**src/uule_pkg.sv**
```systemverilog
// ----------------------------------------------------------------------------
// uule_pkg
// Types, constants and helper functions shared by the uuencode line encoder.
// ----------------------------------------------------------------------------
package uule_pkg;

	// Bytes in one full encoded line.
	localparam int LINE_BYTES = 45;
	// Width of the byte counter, which must hold LINE_BYTES itself.
	localparam int CNT_W = $clog2(LINE_BYTES + 1);
	// Width of a line buffer address.
	localparam int ADDR_W = $clog2(LINE_BYTES);

	// Fixed characters.
	localparam logic [6:0] CHAR_NEWLINE = 7'd10;
	localparam logic [6:0] CHAR_GRAVE = 7'd96;
	localparam logic [6:0] CHAR_SPACE = 7'd32;

	// One input request.
	typedef struct packed {
		logic [7:0] data_byte;
		logic       end_of_data;
	} uule_in_t;

	// One output request.
	typedef struct packed {
		logic [6:0] out_char;
		logic       run_last;
	} uule_out_t;

	// Source of the character loaded into the output register.
	typedef enum logic [2:0] {
		CH_LEN,
		CH_C0,
		CH_C1,
		CH_C2,
		CH_C3,
		CH_NEWLINE,
		CH_GRAVE
	} uule_char_sel_t;

	// Read address offset within the current group of three bytes.
	typedef enum logic [1:0] {
		RD_OFF0,
		RD_OFF1,
		RD_OFF2
	} uule_rd_off_t;

	// Controller states.
	typedef enum logic [3:0] {
		S_IDLE,
		S_LEN,
		S_RD0,
		S_RD1,
		S_RD2,
		S_RD3,
		S_C0,
		S_C1,
		S_C2,
		S_C3,
		S_NL,
		S_TERM_GRAVE,
		S_TERM_NL
	} uule_state_t;

	// Commands from controller to datapath.
	typedef struct packed {
		logic           store;
		logic           clr_count;
		logic           clr_ptr;
		logic           adv_ptr;
		uule_rd_off_t   rd_off;
		logic           cap_b1;
		logic           cap_b2;
		logic           cap_b3;
		logic           emit;
		uule_char_sel_t char_sel;
		logic           run_last;
	} uule_cmd_t;

	// Status from datapath to controller.
	typedef struct packed {
		logic slot_free;
		logic closes_line;
		logic more_groups;
		logic last;
	} uule_status_t;

	// Map a 6-bit value to its printable character, zero going to grave accent.
	function automatic logic [6:0] enc_char(input logic [5:0] v);
		logic [6:0] c;
		c = {1'b0, v} + CHAR_SPACE;
		return (c == CHAR_SPACE) ? CHAR_GRAVE : c;
	endfunction

endpackage

```
**src/uule_datapath.sv**
```systemverilog
// ----------------------------------------------------------------------------
// uule_datapath
// Line buffer memory, byte and group counters, group byte registers,
// character encoding and the output register.
// ----------------------------------------------------------------------------
module uule_datapath (
	input  logic                  clk,
	input  logic                  arst_n,
	input  uule_pkg::uule_in_t    in_item,
	input  uule_pkg::uule_cmd_t   cmd,
	output uule_pkg::uule_status_t status,
	output logic                  out_valid,
	input  logic                  out_ready,
	output uule_pkg::uule_out_t   out_item
);
	import uule_pkg::*;

	logic [7:0]        mem [LINE_BYTES];
	logic [7:0]        rd_data_q;
	logic [CNT_W-1:0]  count_q;
	logic [ADDR_W-1:0] ptr_q;
	logic              last_q;
	logic [7:0]        b1_q;
	logic [7:0]        b2_q;
	logic [7:0]        b3_q;
	logic              out_valid_q;
	uule_out_t         out_q;
	logic [ADDR_W-1:0] rd_addr;
	logic [CNT_W:0]    count_inc;
	logic [CNT_W:0]    ptr_ext;
	logic [6:0]        next_char;
	logic              slot_free;

	assign ptr_ext = (CNT_W + 1)'(ptr_q);
	assign count_inc = {1'b0, count_q} + (CNT_W + 1)'(1);
	assign slot_free = !out_valid_q || out_ready;

	// Read address for the byte of the current group selected by the controller.
	always_comb begin
		unique case (cmd.rd_off)
			RD_OFF0: rd_addr = ptr_q;
			RD_OFF1: rd_addr = ptr_q + ADDR_W'(1);
			RD_OFF2: rd_addr = ptr_q + ADDR_W'(2);
			default: rd_addr = ptr_q;
		endcase
	end

	// Line buffer: one write port for incoming bytes, one registered read port.
	always_ff @(posedge clk) begin
		if (cmd.store) begin
			mem[count_q[ADDR_W-1:0]] <= in_item.data_byte;
		end
		rd_data_q <= mem[rd_addr];
	end

	// Group byte registers; bytes past the line length read as zero padding.
	always_ff @(posedge clk) begin
		if (cmd.cap_b1) begin
			b1_q <= rd_data_q;
		end
		if (cmd.cap_b2) begin
			b2_q <= (ptr_ext + (CNT_W + 1)'(1) < {1'b0, count_q}) ? rd_data_q : 8'd0;
		end
		if (cmd.cap_b3) begin
			b3_q <= (ptr_ext + (CNT_W + 1)'(2) < {1'b0, count_q}) ? rd_data_q : 8'd0;
		end
	end

	// Byte count, group pointer and end-of-data flag.
	always_ff @(posedge clk or negedge arst_n) begin
		if (!arst_n) begin
			count_q <= '0;
			ptr_q <= '0;
			last_q <= 1'b0;
		end else begin
			if (cmd.clr_count) begin
				count_q <= '0;
			end else if (cmd.store) begin
				count_q <= count_inc[CNT_W-1:0];
			end
			if (cmd.store) begin
				last_q <= in_item.end_of_data;
			end
			if (cmd.clr_ptr) begin
				ptr_q <= '0;
			end else if (cmd.adv_ptr) begin
				ptr_q <= ptr_q + ADDR_W'(3);
			end
		end
	end

	// Character selection and encoding.
	always_comb begin
		unique case (cmd.char_sel)
			CH_LEN:     next_char = enc_char(6'(count_q));
			CH_C0:      next_char = enc_char(b1_q[7:2]);
			CH_C1:      next_char = enc_char({b1_q[1:0], b2_q[7:4]});
			CH_C2:      next_char = enc_char({b2_q[3:0], b3_q[7:6]});
			CH_C3:      next_char = enc_char(b3_q[5:0]);
			CH_NEWLINE: next_char = CHAR_NEWLINE;
			CH_GRAVE:   next_char = CHAR_GRAVE;
			default:    next_char = CHAR_NEWLINE;
		endcase
	end

	// Output register: loads when empty or being drained.
	always_ff @(posedge clk or negedge arst_n) begin
		if (!arst_n) begin
			out_valid_q <= 1'b0;
		end else if (cmd.emit && slot_free) begin
			out_valid_q <= 1'b1;
		end else if (out_ready) begin
			out_valid_q <= 1'b0;
		end
	end

	always_ff @(posedge clk) begin
		if (cmd.emit && slot_free) begin
			out_q.out_char <= next_char;
			out_q.run_last <= cmd.run_last;
		end
	end

	// Status to the controller.
	always_comb begin
		status.slot_free = slot_free;
		status.closes_line = (count_inc >= (CNT_W + 1)'(LINE_BYTES)) || in_item.end_of_data;
		status.more_groups = (ptr_ext + (CNT_W + 1)'(3)) < {1'b0, count_q};
		status.last = last_q;
	end

	assign out_valid = out_valid_q;
	assign out_item = out_q;

endmodule

```
**src/uule_controller.sv**
```systemverilog
// ----------------------------------------------------------------------------
// uule_controller
// State machine that stores incoming bytes and sequences the emission of
// one encoded line and, at end of data, the terminating line.
// ----------------------------------------------------------------------------
module uule_controller (
	input  logic                   clk,
	input  logic                   arst_n,
	input  logic                   in_valid,
	output logic                   in_ready,
	input  uule_pkg::uule_status_t status,
	output uule_pkg::uule_cmd_t    cmd
);
	import uule_pkg::*;

	uule_state_t state_q;
	uule_state_t state_next;

	// State register.
	always_ff @(posedge clk or negedge arst_n) begin
		if (!arst_n) begin
			state_q <= S_IDLE;
		end else begin
			state_q <= state_next;
		end
	end

	// Next state and commands.
	always_comb begin
		state_next = state_q;
		in_ready = 1'b0;
		cmd = '0;
		cmd.rd_off = RD_OFF0;
		cmd.char_sel = CH_NEWLINE;
		unique case (state_q)
			S_IDLE: begin
				in_ready = 1'b1;
				if (in_valid) begin
					cmd.store = 1'b1;
					if (status.closes_line) begin
						state_next = S_LEN;
					end
				end
			end
			S_LEN: begin
				cmd.emit = 1'b1;
				cmd.char_sel = CH_LEN;
				cmd.clr_ptr = 1'b1;
				if (status.slot_free) begin
					state_next = S_RD0;
				end
			end
			S_RD0: begin
				cmd.rd_off = RD_OFF0;
				state_next = S_RD1;
			end
			S_RD1: begin
				cmd.cap_b1 = 1'b1;
				cmd.rd_off = RD_OFF1;
				state_next = S_RD2;
			end
			S_RD2: begin
				cmd.cap_b2 = 1'b1;
				cmd.rd_off = RD_OFF2;
				state_next = S_RD3;
			end
			S_RD3: begin
				cmd.cap_b3 = 1'b1;
				state_next = S_C0;
			end
			S_C0: begin
				cmd.emit = 1'b1;
				cmd.char_sel = CH_C0;
				if (status.slot_free) begin
					state_next = S_C1;
				end
			end
			S_C1: begin
				cmd.emit = 1'b1;
				cmd.char_sel = CH_C1;
				if (status.slot_free) begin
					state_next = S_C2;
				end
			end
			S_C2: begin
				cmd.emit = 1'b1;
				cmd.char_sel = CH_C2;
				if (status.slot_free) begin
					state_next = S_C3;
				end
			end
			S_C3: begin
				cmd.emit = 1'b1;
				cmd.char_sel = CH_C3;
				if (status.slot_free) begin
					cmd.adv_ptr = 1'b1;
					state_next = status.more_groups ? S_RD0 : S_NL;
				end
			end
			S_NL: begin
				cmd.emit = 1'b1;
				cmd.char_sel = CH_NEWLINE;
				cmd.run_last = !status.last;
				if (status.slot_free) begin
					cmd.clr_count = 1'b1;
					state_next = status.last ? S_TERM_GRAVE : S_IDLE;
				end
			end
			S_TERM_GRAVE: begin
				cmd.emit = 1'b1;
				cmd.char_sel = CH_GRAVE;
				if (status.slot_free) begin
					state_next = S_TERM_NL;
				end
			end
			S_TERM_NL: begin
				cmd.emit = 1'b1;
				cmd.char_sel = CH_NEWLINE;
				cmd.run_last = 1'b1;
				if (status.slot_free) begin
					state_next = S_IDLE;
				end
			end
			default: begin
				state_next = S_IDLE;
			end
		endcase
	end

endmodule

```
**src/uuencode_line_encoder.sv**
```systemverilog
// Order: a closing byte moves the controller to S_LEN, which emits the length character.
// Throughput: one byte per cycle while a line fills; then, per three-byte group, S_RD0 to
// S_RD3 make three buffer reads, S_C0 to S_C3 emit four characters, and S_NL ends the line.
// A full 45-byte line thus emits 62 characters; no byte is taken until S_IDLE again.
// Reset: arst_n clears the controller, byte count and output valid; the buffer is not cleared.
// ----------------------------------------------------------------------------
// uuencode_line_encoder
// Collects raw bytes into lines and emits each line uuencoded, one character
// per output request, with the terminating line at end of data.
// ----------------------------------------------------------------------------
module uuencode_line_encoder (
	input  logic                clk,
	input  logic                arst_n,
	input  logic                in_valid,
	output logic                in_ready,
	input  uule_pkg::uule_in_t  in_item,
	output logic                out_valid,
	input  logic                out_ready,
	output uule_pkg::uule_out_t out_item
);
	import uule_pkg::*;

	uule_cmd_t    cmd;
	uule_status_t status;

	// Sequencing.
	uule_controller u_ctrl (
		.clk      (clk),
		.arst_n   (arst_n),
		.in_valid (in_valid),
		.in_ready (in_ready),
		.status   (status),
		.cmd      (cmd)
	);

	// Storage, encoding and output register.
	uule_datapath u_dp (
		.clk       (clk),
		.arst_n    (arst_n),
		.in_item   (in_item),
		.cmd       (cmd),
		.status    (status),
		.out_valid (out_valid),
		.out_ready (out_ready),
		.out_item  (out_item)
	);

endmodule

```
**config.mk**
```make
export PLATFORM = sky130hd
export DESIGN_NAME = uuencode_line_encoder
export DESIGN_NICKNAME = d
export VERILOG_FILES = /design/src/uule_pkg.sv /design/src/uule_datapath.sv /design/src/uule_controller.sv /design/src/uuencode_line_encoder.sv
export SDC_FILE = /design/constraint.sdc
export NUM_CORES = 1
export LEC_CHECK = 0
export CAP_MARGIN = 20
export CORE_ASPECT_RATIO = 0.6
export CORE_UTILIZATION = 30
export DETAILED_ROUTE_END_ITERATION = 10
export DONT_BUFFER_PORTS = 1
export SLEW_MARGIN = 15
export SYNTH_ARGS = -nofsm -noshare
export SYNTH_HDL_FRONTEND = slang
export SYNTH_SLANG_ARGS = --single-unit
export TNS_END_PERCENT = 5
```
**constraint.sdc**
```tcl
create_clock -name clk -period 5.6 [get_ports clk]
set_clock_uncertainty 0.1 [all_clocks]
set_input_delay 0.84 -clock clk [delete_from_list [all_inputs] [get_ports clk]]
set_output_delay 0.84 -clock clk [all_outputs]
set_load 0.01 [all_outputs]
```
### Yosys cells after proc, flatten, opt, wreduce, memory -nomap -nowiden

Memory sizes are Yosys's and may differ from the RTL's. A register that Yosys moved wholly into a read port is not among the register bits.
Index checks and enable logic that the tools add are counted.

| storage, ports and cells | value |
|---|---|
| output and inout port bits | 10 |
| RAM bits | 360 |
| input port bits | 13 |
| word-level logic and storage cells | 114 |
| bits in registers | 50 |
| memories | 1 |

| cells by class | value |
|---|---|
| add/sub/neg operators | 12 |
| reduce and logical (&&, ||, !) cells | 12 |
| order comparisons | 4 |
| equality and inequality tests | 34 |
| muxes and demuxes | 41 |

Memory list:

| name | depth | bits a word | rd ports | clocked after Yosys merged registers in | write ports | line | RTL |
|---|---|---|---|---|---|---|---|
| u_dp.mem | 45 | 8 | 1 | 1 | 1 | uule_datapath.sv:18 | `logic [7:0] mem [LINE_BYTES];` |

Operator list:

| operator | count |
|---|---|
| 4-bit one-hot mux with 13 select lines | 1 |
| 4-bit 2-to-1 mux | 12 |
| 7-bit one-hot mux with 6 select lines | 1 |
| 6-bit by 6-bit adder with 7-bit output (second input constant) | 5 |
| 7-bit by 6-bit == test with 1-bit output (second input constant) | 5 |
| 7-bit 2-to-1 mux | 5 |
| 4-bit one-hot mux with 7 select lines | 1 |
| 6-bit 2-to-1 mux | 4 |
| 7-bit by 6-bit < comparator with 1-bit output | 3 |
| 4-bit == test (second input constant) | 5 |
| 4-bit by 3-bit == test with 1-bit output (second input constant) | 4 |
| 2-bit by 1-bit inequality test with 1-bit output (second input constant) | 8 |
| 6-bit by 1-bit adder with 7-bit output (second input constant) | 2 |
| 6-bit by 2-bit adder with 7-bit output (second input constant) | 2 |
| 1-bit 2-to-1 mux | 14 |
| 6-bit by 2-bit adder with 6-bit output (second input constant) | 2 |
| 6-bit one-hot mux with 2 select lines | 1 |
| 10-bit AND reduction | 1 |
| 4-bit by 2-bit == test with 1-bit output (second input constant) | 2 |
| 7-bit by 6-bit >= comparator with 1-bit output (second input constant) | 1 |
| 6-bit by 1-bit adder with 6-bit output (second input constant) | 1 |
| 3-bit by 2-bit == test with 1-bit output (second input constant) | 2 |
| 3-bit == test (second input constant) | 2 |
| 2-bit nonzero test | 3 |
| other kinds (13) | 16 |

### Logic depth before layout (Yosys ltp)

Gate-level depths: netlist (run 1).

| logic depth | value |
|---|---|
| word-level depth | 6 |
| gate-level depth with buffers | 17 |
| gate-level depth less buffers | 11 |

### Modules after synthesis

From an unflattened synthesis (run 1), not the netlist that was laid out.

| second synthesis, totals | value |
|---|---|
| cell total of the unflattened synthesis | 1743 |
| area, all modules | 21246.6 um^2 |

Modules (own cells, without submodules):

| module | seq. area each (um^2) | cells each | area each (um^2) | instances |
|---|---|---|---|---|
| uule_datapath | 12281.8 | 1681 | 20802.5 | 1 |
| uule_controller | 100.1 | 62 | 444.2 | 1 |

### Worst setup path before layout (run 1)

Ideal clock, no wire load.

| timing path | value |
|---|---|
| path type | register -> register |
| start | register u_ctrl.state_q[0] |
| end | register u_dp.rd_data_q[6] (read register of u_dp.mem) |
| setup time | 0.116 ns |
| period minus slack after synthesis | 3.758 ns |
| path slack | 1.842 ns |
| path buffers | 4 |
| cell stages (with the launch flop) | 14 |
| data required time | 5.384 ns |
| arrival | 3.542 ns |
| cell sequence | dfrtp_1 -> clkbuf_1 -> buf_1 -> nor3_1 -> ha_1 -> buf_4 -> nor2b_1 -> a32oi_1 -> o21a_1 -> clkbuf_1 -> nor2_1 -> a32oi_1 -> o22a_1 -> a31o_1 |

| on the way | value |
|---|---|
| longest elaborated chain between the ends | 4 |
| elaborated cells on any way between the ends | 6 |
| classes of those cells | eq/ne: 4; mux: 2 |

RTL lines:

| item | line | RTL |
|---|---|---|
| start, declared | uule_controller.sv:16 | `uule_state_t state_q;` |
| start signal, assigned | uule_controller.sv:24 | `state_q <= state_next;` |
| 4-bit by 3-bit == test with 1-bit output or 4-bit by 2-bit == test with 1-bit output (tied branches) | uule_controller.sv:35 | `unique case (state_q)` |
| 2-bit one-hot mux with 2 select lines * | uule_controller.sv:35 |  |
| 2-bit == test or 2-bit by 1-bit == test with 1-bit output (tied branches) | uule_datapath.sv:40 | `unique case (cmd.rd_off)` |
| 6-bit one-hot mux with 2 select lines * | uule_datapath.sv:40 |  |
| end, declared | uule_datapath.sv:19 | `logic [7:0] rd_data_q;` |

Every way passes the cells marked *; elsewhere a longest branch is shown, timed or not.
A chain may end at the register's enable or synchronous reset.

### Worst setup path after layout (run 1)

| timing path | value |
|---|---|
| start | register u_ctrl.state_q[2] |
| end | register u_dp.rd_data_q[0] (read register of u_dp.mem) |

The elaborated chain is that of the path after synthesis.

==> flow_metrics.tcl, run 1 <==
set metrics [dict create \
    postCtsSetupBuffers 0 \
    viasPerCell 5.90 \
    final-hold-violation-count 0 \
    synth.avg_cell_area_um2 12.8 \
    rows 73 \
    gr-usage-all-layers 0.178 \
    h-tree-depth 2 \
    fin_tns_setup_ps 0 \
    yosysTopAreaCell "edfxtp_1" \
    instances_no_fill 2458 \
    tightest_slew_ps 1240 \
    clkTransAtPathRegs_ps 70 \
    relSlewSlack 0.161 \
    placedCellCount 2383 \
    place_ws_ps 721 \
    cts_max_path_buffers 3 \
    period_share 0.930 \
    yosysMostFrequentCell "edfxtp_1" \
    synth_common_cells "edfxtp_1 (392), nor2_1 (104), a211oi_1 (100)" \
    synth_edf_count 392 \
    clock_sinks 418 \
    final_area_um2 22500 \
    io_pins 23 \
    hold_buffers 1 \
    place_congestion 0.915 \
    p_sw_mw 3.90 \
    cap_violations 0 \
    drive_gt1_frac 0.0886 \
    power.share.clock 0.262 \
    combPwrFrac 0.360 \
    critPathArrivalTime_ps 5590 \
    dpl_cell_area_um2 21200 \
    grt_pass1_vias 13441 \
    synth_nets 1624 \
    postRouteAntennaNets 0 \
    pwr-share-seq 0.378 \
    via_count 14509 \
    rr_worst_depth 11 \
    outcome "finished, final reports clean" \
    endpoint_kind "flip-flop" \
    areaGrowthSynthToFinish_pct 10.3 \
    die_x_um 338 \
    grt_max_degree 87 \
    period_needed_ps 5210 \
    worstPathRequired_ps 5980 \
    ctsResizeCount 0 \
    overflow 0 \
    syn-cell-area_um2 20400 \
    async_flop_share 0.0431 \
    drcViolationCount 0 \
    hold_path.class "in -> reg" \
    hpwl_um 41400 \
    cp-start-kind "flip-flop" \
    final-setup-viol-count 0 \
    max_freq_ghz 0.192 \
    port_buffers 0 \
    ys_ff_latch 418 \
    root_buffer "clkbuf_16" \
    first_iter_violations 2366 \
    die_h_um 204 \
    design.core.area_um2 66700 \
    wl_per_cell_um 25.4 \
    finalWorstSetupSlack_ps 392 \
    antenna_found_initial 1 \
    worstSetupPathType "reg -> reg" \
    synth_ff_type "edfxtp_1" \
    ys_seq_area_frac 0.608 \
    die_area_um2 68900 \
    initial_utilization 0.305 \
    reg2reg_slack_ps 390 \
    clk_latency_ps 590 \
    tritoncts "yes" \
    cts_buffers 40 \
    worstPathMaxFanout 59 \
    maxSlewViolCount 0 \
    synth_warnings 0 \
    rsz0062_at_grt "no" \
    syn_inst 1588 \
    diodes 0 \
    yosys-top-cells-area "edfxtp_1 (58%), mux2i_1 (4.0%), a211oi_1 (3.7%), a221oi_1 (3.0%), and3_1 (2.7%)" \
    ir_drop_mv 0.229 \
    synth.distinct_cells 76 \
    switching_share 0.377 \
    p_per_area_nw_per_um2 462 \
    drt_pass1_iterations 7 \
    leakage_nw 7.33 \
    p_int_mw 6.46 \
    holdPathStages 0 \
    wl_um 62500 \
    grt_pass1_wl_um 92200 \
    finalPower_mw 10.4 \
    yosysTopAreaCellShare 0.578 \
    n_fill_cell 6510 \
    nets 1565 \
]
[registers in the layout (all words and copies together), names as in the netlist, 6 cells and up]
signal,flops
u_dp.count_q,6
u_dp.mem,360
u_dp.b1_q,8
u_dp.b2_q,8
u_dp.rd_data_q,8
u_dp.ptr_q,6
u_dp.b3_q,8
u_dp.out_item,8
[critical path: stages (launching register included)]
cell,delay [ps]
dfrtp_1,570
nor2_1,210
and3_1,480
ha_1,640
and2_1,370
o21ai_4,110
nand2_4,550
buf_4,440
a211oi_1,130
o41ai_1,1100
nand4_1,210
o22ai_1,180
[final timing paths]
path | start | to
max | u_ctrl.state_q[2]$_DFFE_PN0P_ | u_dp.rd_data_q[0]$_DFF_P_
min | in_item[6] | u_dp.mem[40][5]$_DFFE_PP_
max reg2reg | u_ctrl.state_q[2]$_DFFE_PN0P_ | u_dp.rd_data_q[0]$_DFF_P_
min reg2reg | u_dp.rd_data_q[6]$_DFF_P_ | u_dp.b1_q[6]$_DFFE_PN_
max in group asynchronous | arst_n | u_dp.ptr_q[0]$_DFFE_PN0P_
min in group asynchronous | arst_n | u_dp.count_q[2]$_DFFE_PN0P_
[layout make-up]
cell class	instances	area (um2)	area share
flip-flops and latches	418	12400	0.551
multi-input cells	1012	7300	0.325
well taps	900	1130	0.0501
clock buffers	46	1020	0.0456
repair buffers	37	300	0.0134
clock inverters	25	248	0.0110
inverters	20	75.1	0.00334
[cell usage in the layout, fill, tap and decap left out, drive strengths merged, types with 16 or more instances in the layout]
cell type and instances:
clkbuf 47, ha 23, buf 35, o21ai 35, inv 20, mux2i 82, o41ai 28, and2 22
a211oi 100, or3 16, a21oi 32, a22oi 68, nand4 22, a221oi 71, clkinv 20, o211a 30
nand3 26, o22ai 18, nand2 54, nor3 36, dfrtp 18, nor2 105, mux2 18, a21o 16
and3 90, edfxtp 392
[cells by family (layout without fill, tap and decap cells)]
logic type	Yosys count	in the layout	share of synthesized area
adder cells (fa/ha/maj)	24	24	0.0146
XOR/XNOR	12	12	0.00516
flip-flops	418	418	0.608
AND/OR/NAND/NOR	397	397	0.101
multiplexers	107	107	0.0580
AO/OA/AOI/OAI	472	472	0.179
buffers and inverters	158	128	0.0344
[power by group through the flow]
stage / logic [mW] / registers (mW) / clock network (mW)
2_1_floorplan: 2.71 / 3.81 / 0
3_3_place_gp: 3.57 / 3.97 / 0
3_5_place_dp: 3.64 / 3.98 / 0
4_1_cts: 3.65 / 3.91 / 2.76
5_1_grt: 4.02 / 3.93 / 2.89
6_report: 3.73 / 3.92 / 2.72
[metal layers]
| metal | wire length, um | GRT usage | vias to the layer above |
|---|---|---|---|
| met2 | 23300 | 0.223 | 828 |
| met4 | 703 | 0.0239 | 2 |
| met3 | 9430 | 0.0872 | 72 |
| li1 | - | - | 6319 |
| met1 | 29000 | 0.272 | 7288 |
| met5 | 13 | 0 | - |
[metrics by stage]
step | utilization | hold WS [ps]
6_report | 0.337 | 249
5_1_grt | 0.337 | 226
4_1_cts | 0.337 | 226
3_5_place_dp | 0.317 | 364
3_3_place_gp | 0.317 | 359
2_1_floorplan | - | 314
Power figures use the tool's default switching activity.
==> run 2: changes to the inputs <==
Settings changed: MAX_ROUTING_LAYER set to met4.
==> run 2 against run 1 <==
Net effect: utilization barely moved; sequential power grew 1%; clock power hardly changed; wire length increased by 1.2%; die area unchanged; cell area about the same; critical path type unchanged.
==> flow_metrics.tcl, run 2 (same netlist as run 1, synthesis figures left out) <==
set metrics [dict create \
    final_area_um2 22500 \
    die_area_um2 68900 \
    largest_reg_flops 360 \
    diodes 0 \
    crit_start "u_ctrl.state_q[2]$_DFFE_PN0P_" \
    max_freq_ghz 0.192 \
    drcViolationCount 0 \
    wl_um 63200 \
    cp-start-kind "flip-flop" \
    initial_utilization 0.305 \
    hold_path.class "in -> reg" \
    grt_pass1_wl_um 92600 \
    areaGrowthSynthToFinish_pct 10.4 \
    maxSlewViolCount 0 \
    endpoint_kind "flip-flop" \
    min-delay-start "in_item[2]" \
    place_congestion 0.937 \
    switching_share 0.377 \
    cts_max_path_buffers 3 \
    p_int_mw 6.49 \
    io_pins 23 \
    crit_path_frequent_cell "buf_4" \
    h-tree-depth 2 \
    hold_slack_ps 247 \
    grt_max_degree 87 \
    overflow 0 \
    final-setup-viol-count 0 \
    p_per_area_nw_per_um2 463 \
    layout_commonest_cell "edfxtp_1" \
    n_fill_cell 6525 \
    worstPathRequired_ps 5980 \
    gr-usage-all-layers 0.184 \
    path_delay_family "compound AO/OA/AOI/OAI gates" \
    drive_gt1_frac 0.0917 \
    cts_buffers 38 \
    postCtsSetupBuffers 0 \
    clk_latency_ps 590 \
    grt_pass1_vias 13509 \
    fin_tns_setup_ps 0 \
    power.share.clock 0.264 \
    root_buffer "clkbuf_16" \
    relSlewSlack 0.223 \
    instances_no_fill 2460 \
    drt_pass1_iterations 5 \
    port_buffers 0 \
    critPathArrivalTime_ps 5590 \
    postRouteAntennaNets 0 \
    tritoncts "yes" \
    outcome "finished, final reports clean" \
    tightest_slew_ps 1150 \
    ir_drop_mv 0.320 \
    p_sw_mw 3.92 \
    period_share 0.931 \
    dpl_cell_area_um2 21200 \
    critPathMaxStageDelay_ps 1020 \
    final-hold-violation-count 0 \
    worstPathMaxFanout 19 \
    nets 1566 \
    leakage_nw 7.35 \
    layout_common_cells "edfxtp_1 (392), nor2_1 (104), a211oi_1 (100), and3_1 (89), mux2i_1 (82)" \
    period_needed_ps 5210 \
    cpMaxStageDelayCell "o41ai_1" \
    placedCellCount 2386 \
    via_count 14610 \
    ctsResizeCount 0 \
    pwr-share-seq 0.382 \
    combPwrFrac 0.355 \
    clkTransAtPathRegs_ps 70 \
    worstSetupPathType "reg -> reg" \
    clock_sinks 418 \
    die_x_um 338 \
    wl_per_cell_um 25.7 \
    design.core.area_um2 66700 \
    viasPerCell 5.94 \
    antenna_found_initial 0 \
    r2r-start "u_ctrl.state_q[2]$_DFFE_PN0P_" \
    cap_violations 0 \
    rsz0062_at_grt "no" \
    die_h_um 204 \
    path_buf_inv 3 \
    rows 73 \
    first_iter_violations 1934 \
    path_cells "nand2b_1 > nor3_1 > buf_4 > inv_1 > ha_1 > and4bb_1 > a31oi_4 > a21o_1 > buf_4 > a211oi_1 > o41ai_1 > nand4_1 > o22ai_1" \
    hpwl_um 41200 \
]
run 2: changes by cell type in the layout (fill, tap and decap cells not counted):
| cell | change |
|---|---|
| buf_12 | -1 |
| buf_4 | +5 |
| bufinv_16 | +1 |
| clkbuf_1 | +4 |
| clkbuf_16 | -2 |
| clkbuf_2 | -1 |
| clkbuf_8 | +3 |
| clkinv_1 | -7 |
| clkinv_2 | +1 |
| clkinv_8 | -1 |
| clkinvlp_4 | -1 |
| inv_6 | +1 |
run 2: per-stage QoR:
| step | util | power, mW | setup WS (ps) |
|---|---|---|---|
| finish | 0.337 | 10.4 | 387 |
| global route | 0.337 | 10.9 | 102 |
| CTS | 0.337 | 10.3 | 647 |
| detailed placement | 0.318 | 7.61 | 678 |
| global placement | 0.317 | 7.56 | 610 |
| floorplan | - | 6.51 | 1840 |
run 2: area by class of cell:
| class | count | area [um2] | area share |
|---|---|---|---|
| timing repair buffer | 40 | 313 | 0.0139 |
| clock inverter | 19 | 241 | 0.0107 |
| sequential | 418 | 12400 | 0.551 |
| tap | 900 | 1130 | 0.0501 |
| inverter | 20 | 75.1 | 0.00334 |
| clock buffer | 51 | 1030 | 0.0458 |
| multi-input combinational | 1012 | 7300 | 0.325 |
run 2: final timing paths:
kind                                          endpoint  slack, ps  depth (start not counted)
max reg2reg                  u_dp.rd_data_q[1]$_DFF_P_        390                         13
min in group asynchronous  u_dp.count_q[4]$_DFFE_PN0P_        730                          1
min                          u_dp.mem[41][1]$_DFFE_PP_        250                          0
max                          u_dp.rd_data_q[1]$_DFF_P_        390                         13
max in group asynchronous    u_dp.ptr_q[0]$_DFFE_PN0P_       4020                          1
min reg2reg                     u_dp.b1_q[6]$_DFFE_PN_        470                          0
run 2: power by group through the flow:
stage / clock [mW] / combinational (mW) / sequential (mW)
global route: 2.91 / 3.96 / 3.99
CTS: 2.78 / 3.60 / 3.96
floorplan: 0 / 2.71 / 3.81
detailed placement: 0 / 3.59 / 4.03
finish: 2.75 / 3.70 / 3.97
global placement: 0 / 3.53 / 4.02
run 2: per-layer routing:
layer / global-route usage / wire length (um) / up-vias
met5: - / 0 / -
met4: 0.0226 / 619 / 0
met3: 0.0582 / 8270 / 61
met2: 0.230 / 24000 / 867
met1: 0.285 / 30300 / 7359
li1: - / - / 6323
run 2: repair_timing:
action                                  CTS  global route
hold buffers                              1             0
endpoints found under the setup margin    0             0
endpoints found under the hold margin    18             0
run 2: worst register-to-register path, stage by stage (launching register included):
cell and delay, ps:
dfrtp_1 680, nand2b_1 220, nor3_1 290, buf_4 250, inv_1 70, ha_1 400
and4bb_1 340, a31oi_4 250, a21o_1 730, buf_4 310, a211oi_1 60, o41ai_1 1020
nand4_1 240, o22ai_1 190
